## config.mk

```make
export PLATFORM = sky130hd
export DESIGN_NAME = merkle_damgard_adler32_hash
export DESIGN_NICKNAME = d
export VERILOG_FILES = /design/src/sv/mda32_pkg.sv /design/src/sv/mda32_in_stage.sv /design/src/sv/mda32_core.sv /design/src/sv/merkle_damgard_adler32_hash.sv
export SDC_FILE = /design/constraint.sdc
export NUM_CORES = 1
export LEC_CHECK = 0
export BUFFER_PORTS_ARGS = -buffer_cell sky130_fd_sc_hd__clkbuf_2
export CAP_MARGIN = 20
export CORE_UTILIZATION = 40
export CTS_CLUSTER_DIAMETER = 30
export DETAILED_ROUTE_END_ITERATION = 12
export MAX_ROUTING_LAYER = met4
export PLACE_DENSITY_LB_ADDON = 0.05
export SLEW_MARGIN = 0
export SYNTH_ARGS = -nofsm -noshare
export SYNTH_HDL_FRONTEND = slang
export SYNTH_HIERARCHICAL = 1
export SYNTH_SLANG_ARGS = --single-unit
```

## constraint.sdc

```tcl
create_clock -name clk_i -period 6.47 [get_ports clk_i]
set_clock_uncertainty 0.05 [all_clocks]
set_input_delay 1.294 -clock clk_i [delete_from_list [all_inputs] [get_ports clk_i]]
set_output_delay 1.294 -clock clk_i [all_outputs]
set_load 0.005 [all_outputs]
```

## src/sv/mda32_pkg.sv

```systemverilog
package mda32_pkg;

  // Reset value of the initial chain register
  localparam logic [31:0] InitValueReset = 32'habba1234;

  // Adler sums restart at these values for every block
  localparam logic [10:0] SumLowReset  = 11'd1;
  localparam logic [13:0] SumHighReset = 14'd0;

  // One input beat as held in the input register
  typedef struct packed {
    logic [7:0] data_byte;
    logic       no_byte;
    logic       last;
  } item_t;

  // Result handed from the core to the output register
  typedef struct packed {
    logic        valid;
    logic [31:0] hash_value;
  } result_t;

  // Block checksum: high half carries s2, low half carries s1
  function automatic logic [31:0] block_check(input logic [13:0] s2, input logic [10:0] s1);
    block_check = {2'b00, s2, 5'b00000, s1};
  endfunction

endpackage

```

## src/sv/mda32_in_stage.sv

```systemverilog
module mda32_in_stage (
  input  logic            clk_i,
  input  logic            rst_ni,
  input  logic            load_i,
  input  logic            take_i,
  input  mda32_pkg::item_t item_i,
  output logic            valid_o,
  output mda32_pkg::item_t item_o
);

  logic            valid_q, valid_d;
  mda32_pkg::item_t item_q;

  // Slot fills on an accepted beat, empties when the core takes it
  always_comb begin
    valid_d = valid_q;
    if (take_i) begin
      valid_d = 1'b0;
    end
    if (load_i) begin
      valid_d = 1'b1;
    end
  end

  always_ff @(posedge clk_i or negedge rst_ni) begin
    if (!rst_ni) begin
      valid_q <= 1'b0;
    end else begin
      valid_q <= valid_d;
    end
  end

  // Payload, no reset
  always_ff @(posedge clk_i) begin
    if (load_i) begin
      item_q <= item_i;
    end
  end

  assign valid_o = valid_q;
  assign item_o  = item_q;

endmodule

```

## src/sv/mda32_core.sv

```systemverilog
module mda32_core (
  input  logic              clk_i,
  input  logic              rst_ni,
  input  logic              cfg_we_i,
  input  logic [31:0]       cfg_data_i,
  input  logic              proc_i,
  input  mda32_pkg::item_t  item_i,
  output mda32_pkg::result_t res_o
);

  logic [31:0] init_q;
  logic [31:0] chain_q, chain_d;
  logic [10:0] s1_q, s1_d;
  logic [13:0] s2_q, s2_d;
  logic [2:0]  pos_q, pos_d;

  // Values after the byte step
  logic [10:0] s1_a;
  logic [13:0] s2_a;
  logic [2:0]  pos_a;
  logic [31:0] chain_a;
  // Values after padding a partial final block
  logic [2:0]  pad;
  logic [13:0] s2_p;
  logic [31:0] chain_f;

  always_comb begin
    // Byte step
    s1_a    = s1_q;
    s2_a    = s2_q;
    pos_a   = pos_q;
    chain_a = chain_q;
    if (!item_i.no_byte) begin
      s1_a  = 11'(s1_q + {3'b000, item_i.data_byte});
      s2_a  = 14'(s2_q + {3'b000, s1_a});
      pos_a = 3'(pos_q + 3'd1);
      if (pos_a == 3'd0) begin
        chain_a = chain_q ^ mda32_pkg::block_check(s2_a, s1_a);
        s1_a    = mda32_pkg::SumLowReset;
        s2_a    = mda32_pkg::SumHighReset;
      end
    end

    // Zero padding adds s1 to s2 once per missing byte
    pad     = 3'(3'd0 - pos_a);
    s2_p    = 14'(s2_a + 14'({3'b000, s1_a} * {11'd0, pad}));
    chain_f = chain_a;
    if (pos_a != 3'd0) begin
      chain_f = chain_a ^ mda32_pkg::block_check(s2_p, s1_a);
    end

    // Next state
    chain_d = chain_q;
    s1_d    = s1_q;
    s2_d    = s2_q;
    pos_d   = pos_q;
    if (proc_i) begin
      if (item_i.last) begin
        chain_d = init_q;
        s1_d    = mda32_pkg::SumLowReset;
        s2_d    = mda32_pkg::SumHighReset;
        pos_d   = 3'd0;
      end else begin
        chain_d = chain_a;
        s1_d    = s1_a;
        s2_d    = s2_a;
        pos_d   = pos_a;
      end
    end
    if (cfg_we_i) begin
      chain_d = cfg_data_i;
    end

    res_o.valid      = proc_i && item_i.last;
    res_o.hash_value = chain_f;
  end

  always_ff @(posedge clk_i or negedge rst_ni) begin
    if (!rst_ni) begin
      init_q  <= mda32_pkg::InitValueReset;
      chain_q <= mda32_pkg::InitValueReset;
      s1_q    <= mda32_pkg::SumLowReset;
      s2_q    <= mda32_pkg::SumHighReset;
      pos_q   <= 3'd0;
    end else begin
      if (cfg_we_i) begin
        init_q <= cfg_data_i;
      end
      chain_q <= chain_d;
      s1_q    <= s1_d;
      s2_q    <= s2_d;
      pos_q   <= pos_d;
    end
  end

endmodule

```

## src/sv/merkle_damgard_adler32_hash.sv

```systemverilog
// Byte-stream hash: 8-byte blocks, each compressed by Adler-style sums (11-bit
// s1, 14-bit s2, no modulus) and XORed into a 32-bit chain that starts at the initial value register.
//
// Input channel: one message byte per beat (data_byte_i), no_byte_i marks a
// beat with no byte, last_i closes the message. Beats with valid high and
// stall low are taken; one beat per cycle is taken as long as the output
// side drains.
// Output channel: one hash_value_o beat per message, registered. The closing
// input beat passes the input register, then the result register; a
// closing beat waits in the input register while the result is stalled.
// Throughput is one input beat per cycle while the output side drains.
// Config channel: cfg_data_i writes the initial value; ready is low while an
// input beat is still held. A write also reloads the running chain.
// Reset loads the initial value 0xabba1234, sets s1 to 1, s2 and the block
// position to 0 and empties both registers. While the receiver stalls, the
// result is held; beats without last keep flowing, and a closing beat waits
// in the input register, which then stalls the input channel.
module merkle_damgard_adler32_hash (
  input  logic        clk_i,
  input  logic        rst_ni,
  input  logic        cfg_valid_i,
  output logic        cfg_ready_o,
  input  logic [31:0] cfg_data_i,
  input  logic        in_valid_i,
  output logic        in_stall_o,
  input  logic [7:0]  data_byte_i,
  input  logic        no_byte_i,
  input  logic        last_i,
  output logic        out_valid_o,
  input  logic        out_stall_i,
  output logic [31:0] hash_value_o
);

  mda32_pkg::item_t   in_item;
  mda32_pkg::item_t   s1_item;
  mda32_pkg::result_t res;
  logic               s1_valid;
  logic               out_free;
  logic               proc;
  logic               in_load;
  logic               cfg_we;
  logic               out_valid_q, out_valid_d;
  logic [31:0]        hash_q;

  // Handshake control
  assign out_free    = !out_valid_q || !out_stall_i;
  assign proc        = s1_valid && (!s1_item.last || out_free);
  assign in_stall_o  = s1_valid && !proc;
  assign in_load     = in_valid_i && !in_stall_o;
  assign cfg_ready_o = !s1_valid;
  assign cfg_we      = cfg_valid_i && cfg_ready_o;

  assign in_item.data_byte = data_byte_i;
  assign in_item.no_byte   = no_byte_i;
  assign in_item.last      = last_i;

  mda32_in_stage u_in_stage (
    .clk_i   (clk_i),
    .rst_ni  (rst_ni),
    .load_i  (in_load),
    .take_i  (proc),
    .item_i  (in_item),
    .valid_o (s1_valid),
    .item_o  (s1_item)
  );

  mda32_core u_core (
    .clk_i      (clk_i),
    .rst_ni     (rst_ni),
    .cfg_we_i   (cfg_we),
    .cfg_data_i (cfg_data_i),
    .proc_i     (proc),
    .item_i     (s1_item),
    .res_o      (res)
  );

  // Result register
  always_comb begin
    out_valid_d = out_valid_q;
    if (out_valid_q && !out_stall_i) begin
      out_valid_d = 1'b0;
    end
    if (res.valid) begin
      out_valid_d = 1'b1;
    end
  end

  always_ff @(posedge clk_i or negedge rst_ni) begin
    if (!rst_ni) begin
      out_valid_q <= 1'b0;
    end else begin
      out_valid_q <= out_valid_d;
    end
  end

  always_ff @(posedge clk_i) begin
    if (res.valid) begin
      hash_q <= res.hash_value;
    end
  end

  assign out_valid_o  = out_valid_q;
  assign hash_value_o = hash_q;

  // Input side stalls only under output backpressure
  a_stall_cause : assert property (@(posedge clk_i) disable iff (!rst_ni)
    in_stall_o |-> (out_valid_o && out_stall_i))
    else $error("input stalled without output backpressure");

  // A closing beat taken by the core shows up as a result next cycle
  a_result_follows : assert property (@(posedge clk_i) disable iff (!rst_ni)
    (proc && s1_item.last) |=> out_valid_o)
    else $error("closing beat produced no result");

  // A beat without last never creates a result
  a_no_spurious : assert property (@(posedge clk_i) disable iff (!rst_ni)
    (proc && !s1_item.last) |=> (out_valid_o == $past(out_valid_o && out_stall_i)))
    else $error("result appeared without a closing beat");

  // Config writes only land while no beat is held
  a_cfg_idle : assert property (@(posedge clk_i) disable iff (!rst_ni)
    cfg_we |-> !proc)
    else $error("config write during item processing");

endmodule

```

==> results of run 1 <==
-- sequential cells by signal, summed over array words and instances, names as in the netlist --
| name | flops |
|---|---|
| hash_value_o | 32 |
| out_valid_o | 1 |
| u_core/chain_q | 32 |
| u_core/init_q | 32 |
| u_core/pos_q | 3 |
| u_core/s1_q | 11 |
| u_core/s2_q | 14 |
| u_in_stage/item_o | 10 |
| u_in_stage/valid_o | 1 |
-- placed cells by master (no fill, tap or decap), types with 6 or more instances in the layout --
cell type / instances
nor2b_1: 8
xnor2_1: 58
dfstp_2: 31
fa_1: 23
a31oi_1: 6
a22o_1: 15
a21o_1: 16
dfrtp_1: 63
nand2_1: 96
nor2_1: 43
o21ai_0: 75
o221ai_1: 9
ha_1: 40
xor2_1: 23
nand3_1: 8
mux2i_1: 10
edfxtp_1: 42
nand2b_1: 8
and2_1: 17
o22ai_1: 13
nor3_1: 23
or3_1: 6
clkbuf_2: 80
o21a_1: 11
clkbuf_16: 17
a21oi_1: 59
a22oi_1: 9
inv_1: 94
o21ai_1: 8
buf_4: 31
-- power by group through the flow --
stage                     sequential (W)  combinational, W  clock, W
after floorplan                  0.00138           0.00220         0
after global placement           0.00141           0.00303         0
after detailed placement         0.00141           0.00303         0
after CTS                        0.00139           0.00305   0.00102
after global routing             0.00142           0.00336   0.00105
final                            0.00139           0.00302  0.000990
-- cell families after synthesis --
family,share of synthesized area (%)
and+or+nand+nor,11.9
AOI/OAI and AO/OA,20.0
muxes,1.38
DFF,41.2
adders and majority gates,10.8
xor gates and xnor gates,8.01
buffers and inverters,6.60
-- through the flow --
step	setup slack (ps)	instance area [um^2]
3_3_place_gp	450	9620
4_1_cts	364	10200
3_5_place_dp	382	9630
6_report	368	10200
5_1_grt	27.1	10200
2_1_floorplan	716	8860
-- cell type report --
type / count / area [um^2] / area share (%)
Multi-Input combinational cell: 651 / 4630 / 45.3
Sequential cell: 136 / 3650 / 35.7
Timing Repair Buffer: 111 / 633 / 6.19
Clock buffer: 18 / 439 / 4.30
Inverter: 96 / 360 / 3.52
Tap cell: 280 / 350 / 3.43
Clock inverter: 14 / 155 / 1.52
-- worst max-delay path, stage by stage (launching register included) --
cell	delay, ps
edfxtp_1	370
ha_1	230
fa_1	410
a21o_1	180
a21oi_1	290
o21bai_1	100
a21oi_1	180
xor2_1	270
inv_1	80
ha_1	360
a2111oi_2	440
a21oi_4	140
a31oi_1	230
xnor2_1	180
a22oi_1	130
fa_1	550
inv_1	40
ha_1	350
a21o_1	190
or4_1	390
o22ai_1	160
xor2_1	200
xnor2_1	150
nor2_2	50
xnor2_1	120
-- metal layers --
metal  wire length [um]  part of all wire (%)  vias up  track usage, %
li1                   -                     -     3391               -
met1              11400                    46     3352            30.3
met2              12100                    49      126            38.5
met3                654                   2.7       21            2.71
met4                400                   1.6        0            6.95
met5                  0                     0        -               -
-- worst paths after layout --
| path | start | end | slack [ps] | cells after the start |
|---|---|---|---|---|
| hold / removal | u_core/chain_q[11] | hash_value_o[11] | 410 | 0 |
| min in group asynchronous | rst_ni | u_core/chain_q[30] | 860 | 1 |
| setup reg to reg | u_in_stage/item_o[2] | hash_value_o[29] | 370 | 24 |
| setup / recovery | u_in_stage/item_o[2] | hash_value_o[29] | 370 | 24 |
| max in group asynchronous | rst_ni | u_core/s1_q[4] | 4390 | 2 |
| hold reg to reg | u_core/chain_q[11] | hash_value_o[11] | 410 | 0 |
==> metrics.yaml, run 1 <==
critical_path:
  arrival_ps: 6210
  crit_fanout: 5
  cp.required_ps: 6580
  endpoint_kind: "register"
  worstSetupPathType: "register to register"
  cp-start-kind: "register"
logic_synthesis:
  synth_cell_types: 71
  synthMostInstantiatedCell: "nand2_1"
  avgSynthCellArea_um2: 9.48
  synth_fp_nets: 1045
  yosysSeqAreaShare_pct: 41.2
  yosys_warnings: 6
  syn_inst: 935
  syn_area_um2: 8860
  synth_top_flop_cell: "dfrtp_1"
  ys_ff_latch: 136
  synth.area.top_cells: "dfrtp_1, edfxtp_1, dfstp_2"
  yosys.area.top_type: "dfrtp_1"
  synth_edf_count: 42
  synth_top_area_share_pct: 17.8
  async_reset_ff_share_pct: 69.1
  netlist_top_cells_count: "nand2_1, inv_1, o21ai_0"
timing:
  timing.hold.ws_ps: 406
  setup_viol: 0
  slew_headroom_pct: 29.3
  clock.fmax_ghz: 0.164
  final_hold_viol_count: 0
  min_period_ps: 6100
  rsz0062_at_grt: "no"
  final_min_period_over_clock_period_pct: 94.3
  drv_slew: 0
  worst_pin_slew_ps: 1060
  setup_tns_ps: 0
pwr:
  ir_drop_v: 0.000210
  p_total_w: 0.00540
  p_leak_nw: 4.52
  p_per_area_nw_per_um2: 528
  switching_power_w: 0.00232
  pwr-share-clk_pct: 18.3
  p_int_w: 0.00308
  swShare_pct: 43.0
  seqPwrFrac_pct: 25.7
  p_comb_share_pct: 55.9
grt:
  grt_usage_pct: 23.4
  grt_overflow: 0
  grt_pass1_vias: 6751
  grt_pass1_wl_um: 38300
  antenna_found_initial: 0
  grt_max_degree: 70
placed_design:
  io_buffers: 81
  place_inst: 1274
  gp_congestion: 0.918
  place_hpwl_um: 17900
clock_network:
  clock_latency_ps: 430
  clockBufferDepth: 2
  cts_num_sinks: 136
  cts_max_level: 4
  post_cts_buffers: 0
  cts-hold-fix-buffers: 0
  numCtsBuffers: 17
  clkTransAtPathRegs_ps: 70
  ctsResizeCount: 0
  cts-root-buf: "clkbuf_16"
  tritoncts: "yes"
drt:
  via_per_inst: 5.28
  drtPass1Iterations: 5
  drtAntennaViolNets: 0
  drt_iter0_drc: 372
  vias: 6890
  wirelength_um: 24600
  wl_per_cell_um: 18.8
  drc: 0
die:
  die_h_um: 151
  row_count: 54
  dieArea_um2: 22700
  core_area_um2: 21800
  ios: 82
  die_w_um: 151
  start_util_pct: 40.7
min_path:
  hold_class: "register to register"
finish:
  area_growth_pct: 15.4
  final_util_pct: 47.0
  drive_gt1_share_pct: 19.1
  nFillCells: 2121
  fin_cells: 1306
  diodes: 0
  layout.nets: 1123
job:
  maxCapViolations: 0
outcome:
  status: "finished, final reports clean"
No activity file was read; power rests on OpenSTA's default activity.
==> run 2: changes to the inputs <==
RECOVER_POWER = 25   (was default)
==> run 2 against run 1 <==
The run now ends with max-capacitance violations, max-slew violations left. Sequential share of layout area barely moved. Sequential power about the same. Register-to-register slack is essentially flat. Setup slack worse by 2.3 ps. Largest cell class unchanged. Flip-flop and latch count stayed put.
==> metrics.yaml, run 2 (synthesis results as in run 1) <==
pwr:
  pwr-share-clk_pct: 18.4  # was 18.3%
  p_leak_nw: 4.51  # was 4.52 nW
  p_comb_share_pct: 55.9  # about the same
  p_per_area_nw_per_um2: 529  # was 528 nW/um^2
  swShare_pct: 43.1  # was 43.0%
  switching_power_w: 0.00233  # was 0.00232 W
  seqPwrFrac_pct: 25.7  # about the same
  p_int_w: 0.00308  # about the same
  ir_drop_v: 0.000210  # about the same
placed_design:
  io_buffers: 81  # unchanged
  gp_congestion: 0.918  # unchanged
  place_hpwl_um: 17900  # unchanged
  pre_cts_slack_ps: 382  # unchanged
timing:
  final_hold_viol_count: 0  # unchanged
  timing.final.ws_setup_ps: 366  # was 368 ps
  setup_tns_ps: 0  # unchanged
  worst_pin_slew_ps: 3060  # was 1060 ps
  final_min_period_over_clock_period_pct: 94.3  # about the same
  clock.fmax_ghz: 0.164  # about the same
  slew_headroom_pct: -104  # was 29.3%
  min_period_ps: 6100  # about the same
  rsz0062_at_grt: "no"  # unchanged
  drv_slew: 84  # was 0
  timing.hold.ws_ps: 406  # about the same
  setup_viol: 0  # unchanged
finish:
  layout.nets: 1123  # unchanged
  layout_commonest_cell: "nand2_1"  # unchanged
  drive_gt1_share_pct: 18.6  # was 19.1%
  diodes: 0  # unchanged
  final_cell_mix: "nand2_1, inv_1, clkbuf_2, o21ai_0, dfrtp_1"  # unchanged
  area_growth_pct: 15.3  # was 15.4%
  final_util_pct: 46.9  # was 47.0%
min_path:
  hold_class: "register to register"  # unchanged
drt:
  wl_per_cell_um: 18.8  # about the same
  drt_iter0_drc: 363  # was 372
  drc: 0  # unchanged
  wirelength_um: 24600  # about the same
  via_per_inst: 5.29  # was 5.28
  drtPass1Iterations: 7  # was 5
  vias: 6909  # was 6890
  drtAntennaViolNets: 0  # unchanged
die:
  start_util_pct: 40.7  # unchanged
  core_area_um2: 21800  # unchanged
  dieArea_um2: 22700  # unchanged
  ios: 82  # unchanged
  die_h_um: 151  # unchanged
  row_count: 54  # unchanged
  die_w_um: 151  # unchanged
job:
  maxCapViolations: 2  # was 0
critical_path:
  arrival_ps: 6210  # about the same
  crit_chain: "ha_1 > fa_1 > a21o_1 > a21oi_1 > o21bai_1 > a21oi_1 > xor2_1 > inv_1 > ha_1 > a2111oi_2 > a21oi_4 > a31oi_1 > xnor2_1 > a22oi_1 > fa_1 > inv_1 > ha_1 > a21o_1 > or4_1 > o22ai_1 > xor2_1 > xnor2_1 > nor2_2 > xnor2_1"  # unchanged
  crit_slowest_cell: "fa_1"  # unchanged
  slowest_delay_ps: 550  # about the same
  cp-start-kind: "register"  # unchanged
  crit_fanout: 5  # unchanged
  endpoint_kind: "register"  # unchanged
  worstSetupPathType: "register to register"  # unchanged
  cp.required_ps: 6580  # about the same
clock_network:
  cts_max_level: 4  # unchanged
  tritoncts: "yes"  # unchanged
  ctsResizeCount: 0  # unchanged
  clockBufferDepth: 2  # unchanged
  cts-hold-fix-buffers: 0  # unchanged
  numCtsBuffers: 17  # unchanged
  post_cts_buffers: 0  # unchanged
  cts-root-buf: "clkbuf_16"  # unchanged
  clock_latency_ps: 430  # about the same
  cts_num_sinks: 136  # unchanged
  clkTransAtPathRegs_ps: 70  # about the same
grt:
  grt_usage_pct: 23.4  # unchanged
  grt_pass1_wl_um: 38300  # unchanged
  grt_overflow: 0  # unchanged
  grt_pass1_vias: 6751  # unchanged
  grt_max_degree: 70  # unchanged
  antenna_found_initial: 0  # unchanged
outcome:
  violations: "max-capacitance violations, max-slew violations"
  status: "finished, violations left"  # was finished, final reports clean
## run 2: metrics by stage
step	power, W	cells	instance area, um^2
CTS	0.00546	1306	10200
detailed placement	0.00444	1274	9630
global route	0.00583	1306	10200
global placement	0.00444	1273	9620
floorplan	0.00358	935	8860
finish	0.00540	1306	10200
## run 2: layout make-up
| class | count | area (um^2) |
|---|---|---|
| clock buffer | 18 | 439 |
| clock inverter | 14 | 155 |
| fill | 2123 | 11500 |
| inverter | 96 | 360 |
| multi-input combinational | 651 | 4630 |
| sequential | 136 | 3650 |
| tap | 280 | 350 |
| timing repair buffer | 111 | 626 |
## run 2: power groups by stage
stage | Sequential, W | Combinational [W] | Clock (W)
3_3_place_gp | 0.00141 | 0.00303 | 0
6_report | 0.00139 | 0.00302 | 0.000992
4_1_cts | 0.00139 | 0.00305 | 0.00102
3_5_place_dp | 0.00141 | 0.00303 | 0
2_1_floorplan | 0.00138 | 0.00220 | 0
5_1_grt | 0.00142 | 0.00336 | 0.00105
## run 2: critical path, delay by kind of cell, from the launching register on
| family | cells | cell delay, ps |
|---|---|---|
| flops | 1 | 370 |
| simple gates | 2 | 440 |
| buf+inv | 2 | 120 |
| xor+xnor | 5 | 920 |
| compound gates | 10 | 2040 |
| fa+ha+maj | 5 | 1900 |
## run 2: per-layer routing
| layer | vias to the layer above | routed length (um) | share of wire [%] | global-route usage (%) |
|---|---|---|---|---|
| li1 | 3396 | - | - | - |
| met1 | 3356 | 11400 | 46 | 30.3 |
| met2 | 134 | 12100 | 49 | 38.5 |
| met3 | 23 | 685 | 2.8 | 2.71 |
| met4 | 0 | 403 | 1.6 | 6.95 |
| met5 | - | 0 | 0 | - |
## run 2: path summary, 6_finish.rpt
check	slack (ps)	start	to	cells after the start
worst max-delay path	370	u_in_stage/item_o[2]	hash_value_o[29]	24
worst min-delay path	410	u_core/chain_q[11]	hash_value_o[11]	0
worst max register to register	370	u_in_stage/item_o[2]	hash_value_o[29]	24
worst min register to register	410	u_core/chain_q[11]	hash_value_o[11]	0
max in group asynchronous	2660	rst_ni	u_core/s1_q[4]	2
min in group asynchronous	1810	rst_ni	u_core/chain_q[30]	1
==> run 3: changes to the inputs <==
SYNTH_HIERARCHICAL = default   (was 1)
==> run 3 against run 2 <==
The flow still finishes with violations (max-capacitance violations, max-slew violations). Flip-flop and latch count stayed put. Design area is 0.16% higher. Sequential share of layout area is 0.057 points lower. Utilization is 1.3 points higher. Routed wire length is 0.98% higher. Critical path depth is 3 higher. Power is 1.6% higher. Hold slack worse by 9.9 ps. Synthesized cell count is 1.7% higher.
==> metrics.yaml, run 3 <==
pwr:
  p_per_area_nw_per_um2: 537  # was 529 nW/um^2
  p_total_w: 0.00549  # was 0.00540 W
  ir_drop_v: 0.000234  # was 0.000210 V
  switching_power_w: 0.00236  # was 0.00233 W
  p_int_w: 0.00313  # was 0.00308 W
  swShare_pct: 43.0  # was 43.1%
  p_leak_nw: 4.67  # was 4.51 nW
  pwr-share-clk_pct: 18.9  # was 18.4%
  p_comb_share_pct: 57.0  # was 55.9%
  seqPwrFrac_pct: 24.1  # was 25.7%
logic_synthesis:
  synth_cell_types: 63  # was 71
  netlist_top_cells_count: "nand2_1, dfrtp_1, nor2_1"  # was nand2_1, inv_1, o21ai_0
  synthMostInstantiatedCell: "nand2_1"  # unchanged
  yosys_warnings: 0  # was 6
  yosysSeqAreaShare_pct: 41.7  # was 41.2%
  ys_ff_latch: 136  # unchanged
  syn_area_um2: 8760  # was 8860 um^2
  synth_top_flop_cell: "dfrtp_1"  # unchanged
  synth_top_area_share_pct: 18.0  # was 17.8%
  syn_inst: 951  # was 935
  avgSynthCellArea_um2: 9.22  # was 9.48 um^2
  yosys.area.top_type: "dfrtp_1"  # unchanged
  async_reset_ff_share_pct: 69.1  # unchanged
  synth_edf_count: 42  # unchanged
  synth_fp_nets: 1062  # was 1045
  synth.area.top_cells: "dfrtp_1, edfxtp_1, dfstp_2"  # unchanged
timing:
  drv_slew: 144  # was 84
  min_period_ps: 6100  # about the same
  timing.hold.ws_ps: 396  # was 406 ps
  worst_pin_slew_ps: 2910  # was 3060 ps
  clock.fmax_ghz: 0.164  # about the same
  slew_headroom_pct: -94.2  # was -104%
  final_min_period_over_clock_period_pct: 94.3  # about the same
  final_hold_viol_count: 0  # unchanged
  setup_viol: 0  # unchanged
die:
  die_w_um: 150  # was 151 um
  core_area_um2: 21200  # was 21800 um^2
  start_util_pct: 41.3  # was 40.7%
  ios: 82  # unchanged
  die_h_um: 150  # was 151 um
  row_count: 53  # was 54
  dieArea_um2: 22500  # was 22700 um^2
placed_design:
  dpl_cell_area_um2: 9550  # was 9630 um^2
  place_hpwl_um: 17900  # about the same
  io_buffers: 81  # unchanged
  gp_congestion: 0.895  # was 0.918
  place_inst: 1289  # was 1274
critical_path:
  slowest_delay_ps: 540  # was 550 ps
  r2r_setup_slack_ps: 370  # about the same
  crit_family: "compound AO/OA/AOI/OAI gates"  # unchanged
  cp_num_buf_inv: 2  # unchanged
  crit_slowest_cell: "fa_1"  # unchanged
  cp-start-kind: "register"  # unchanged
  worstSetupPathType: "register to register"  # unchanged
  arrival_ps: 6220  # was 6210 ps
  crit_fanout: 5  # unchanged
  cp.required_ps: 6590  # was 6580 ps
  endpoint_kind: "register"  # unchanged
grt:
  grt_max_degree: 54  # was 70
  grt_pass1_wl_um: 39500  # was 38300 um
  grt_overflow: 0  # unchanged
  grt_usage_pct: 24.1  # was 23.4%
  antenna_found_initial: 0  # unchanged
  grt_pass1_vias: 7106  # was 6751
clock_network:
  numCtsBuffers: 17  # unchanged
  tritoncts: "yes"  # unchanged
  cts_num_sinks: 136  # unchanged
  cts-hold-fix-buffers: 0  # unchanged
  clockBufferDepth: 2  # unchanged
  cts-root-buf: "clkbuf_16"  # unchanged
  clock_latency_ps: 430  # about the same
  cts_max_level: 4  # unchanged
  clkTransAtPathRegs_ps: 70  # about the same
finish:
  area_growth_pct: 16.7  # was 15.3%
  finalInstanceArea_um2: 10200  # about the same
  drive_gt1_share_pct: 18.1  # was 18.6%
  final_util_pct: 48.2  # was 46.9%
  layout_commonest_cell: "nand2_1"  # unchanged
  nFillCells: 2038  # was 2123
  fin_cells: 1323  # was 1306
  final_cell_mix: "nand2_1, clkbuf_2, dfrtp_1, nor2_1, inv_1"  # was nand2_1, inv_1, clkbuf_2, o21ai_0, dfrtp_1
  diodes: 0  # unchanged
  layout.nets: 1146  # was 1123
drt:
  wirelength_um: 24800  # was 24600 um
  drc: 0  # unchanged
  via_per_inst: 5.40  # was 5.29
  drt_iter0_drc: 397  # was 363
  drtPass1Iterations: 5  # was 7
  drtAntennaViolNets: 0  # unchanged
  vias: 7150  # was 6909
  wl_per_cell_um: 18.8  # about the same
outcome:
  violations: "max-capacitance violations, max-slew violations"  # unchanged
  status: "finished, violations left"  # unchanged
min_path:
  hold_class: "register to register"  # unchanged
job:
  maxCapViolations: 3  # was 2
[run 3: cell count changes in the layout (fill, tap and decap cells not counted), sizes merged, moves of 14 or more]
cell	change
nand2	+89
inv	-36
o21ai	-31
nor2	+17
a21oi	-14
a22oi	+14
[run 3: final timing paths]
kind | cells after the start | end | from
min in group asynchronous | 1 | u_core.init_q[8] | rst_ni
worst min register to register | 0 | hash_value_o[15] | u_core.chain_q[15]
worst min-delay path | 0 | hash_value_o[15] | u_core.chain_q[15]
worst max register to register | 27 | hash_value_o[29] | u_in_stage.item_o[2]
worst max-delay path | 27 | hash_value_o[29] | u_in_stage.item_o[2]
max in group asynchronous | 2 | u_core.chain_q[30] | rst_ni
[run 3: metal layers]
layer / up-vias / routed length [um] / global-route usage (%)
met5: - / 0 / -
met4: 0 / 796 / 9.75
met3: 38 / 938 / 3.78
met2: 188 / 11500 / 37.2
met1: 3449 / 11600 / 31.5
li1: 3475 / - / -
[run 3: through the flow]
| stage | TNS [ps] | setup slack [ps] |
|---|---|---|
| 3_5_place_dp | 0 | 134 |
| 5_1_grt | -4.22 | -4.22 |
| 4_1_cts | 0 | 96.3 |
| 6_report | 0 | 371 |
| 3_3_place_gp | 0 | 212 |
| 2_1_floorplan | 0 | 448 |
[run 3: timing repair]
item,in CTS,in global routing
resized for setup,0,10
hold endpoints to repair,0,0
setup endpoints to repair,0,1
buffers inserted,0,1
[run 3: final cells by class]
type / count / area, um^2 / share of cell area [%]
Timing Repair Buffer: 109 / 604 / 5.91
Multi-Input combinational cell: 711 / 4790 / 46.9
Sequential cell: 136 / 3650 / 35.7
Inverter: 60 / 225 / 2.20
Clock inverter: 15 / 185 / 1.81
Clock buffer: 17 / 425 / 4.16
Tap cell: 275 / 344 / 3.36
[run 3: cells by family (layout without fill, tap and decap cells)]
logic type	count (synthesis)	after routing	share of synthesized area (%)
AO/OA/AOI/OAI	229	229	17.7
XOR/XNOR	71	71	7.09
adder cells (fa/ha/maj)	64	64	11.1
buffers and inverters	104	201	4.45
flip-flops	136	136	41.7
multiplexers	10	10	1.16
AND/OR/NAND/NOR	337	337	16.8
[run 3: worst reg2reg max path, cell delays in order, from the launching register on]
cell and delay, ps:
edfxtp_1 370, ha_1 240, fa_1 400, a21o_1 190, a21oi_2 180, o21bai_1 110
a31o_2 290, a32oi_2 230, xor2_1 210, inv_1 110, ha_1 300, nand2_1 110
nor3_1 260, a31oi_2 80, o41ai_4 80, or2_2 200, nor2b_1 190, a21boi_2 90
fa_1 540, inv_1 60, ha_4 290, nor4_1 50, a21oi_1 100, o311ai_0 130
a311o_1 350, or3_1 360, a21oi_1 170, xnor2_1 80
[run 3: power by group through the flow]
stage | clock (W) | combinational [W] | sequential, W
floorplan | 0 | 0.00225 | 0.00129
global placement | 0 | 0.00309 | 0.00134
detailed placement | 0 | 0.00309 | 0.00134
CTS | 0.00106 | 0.00311 | 0.00132
global route | 0.00109 | 0.00353 | 0.00135
finish | 0.00104 | 0.00313 | 0.00133
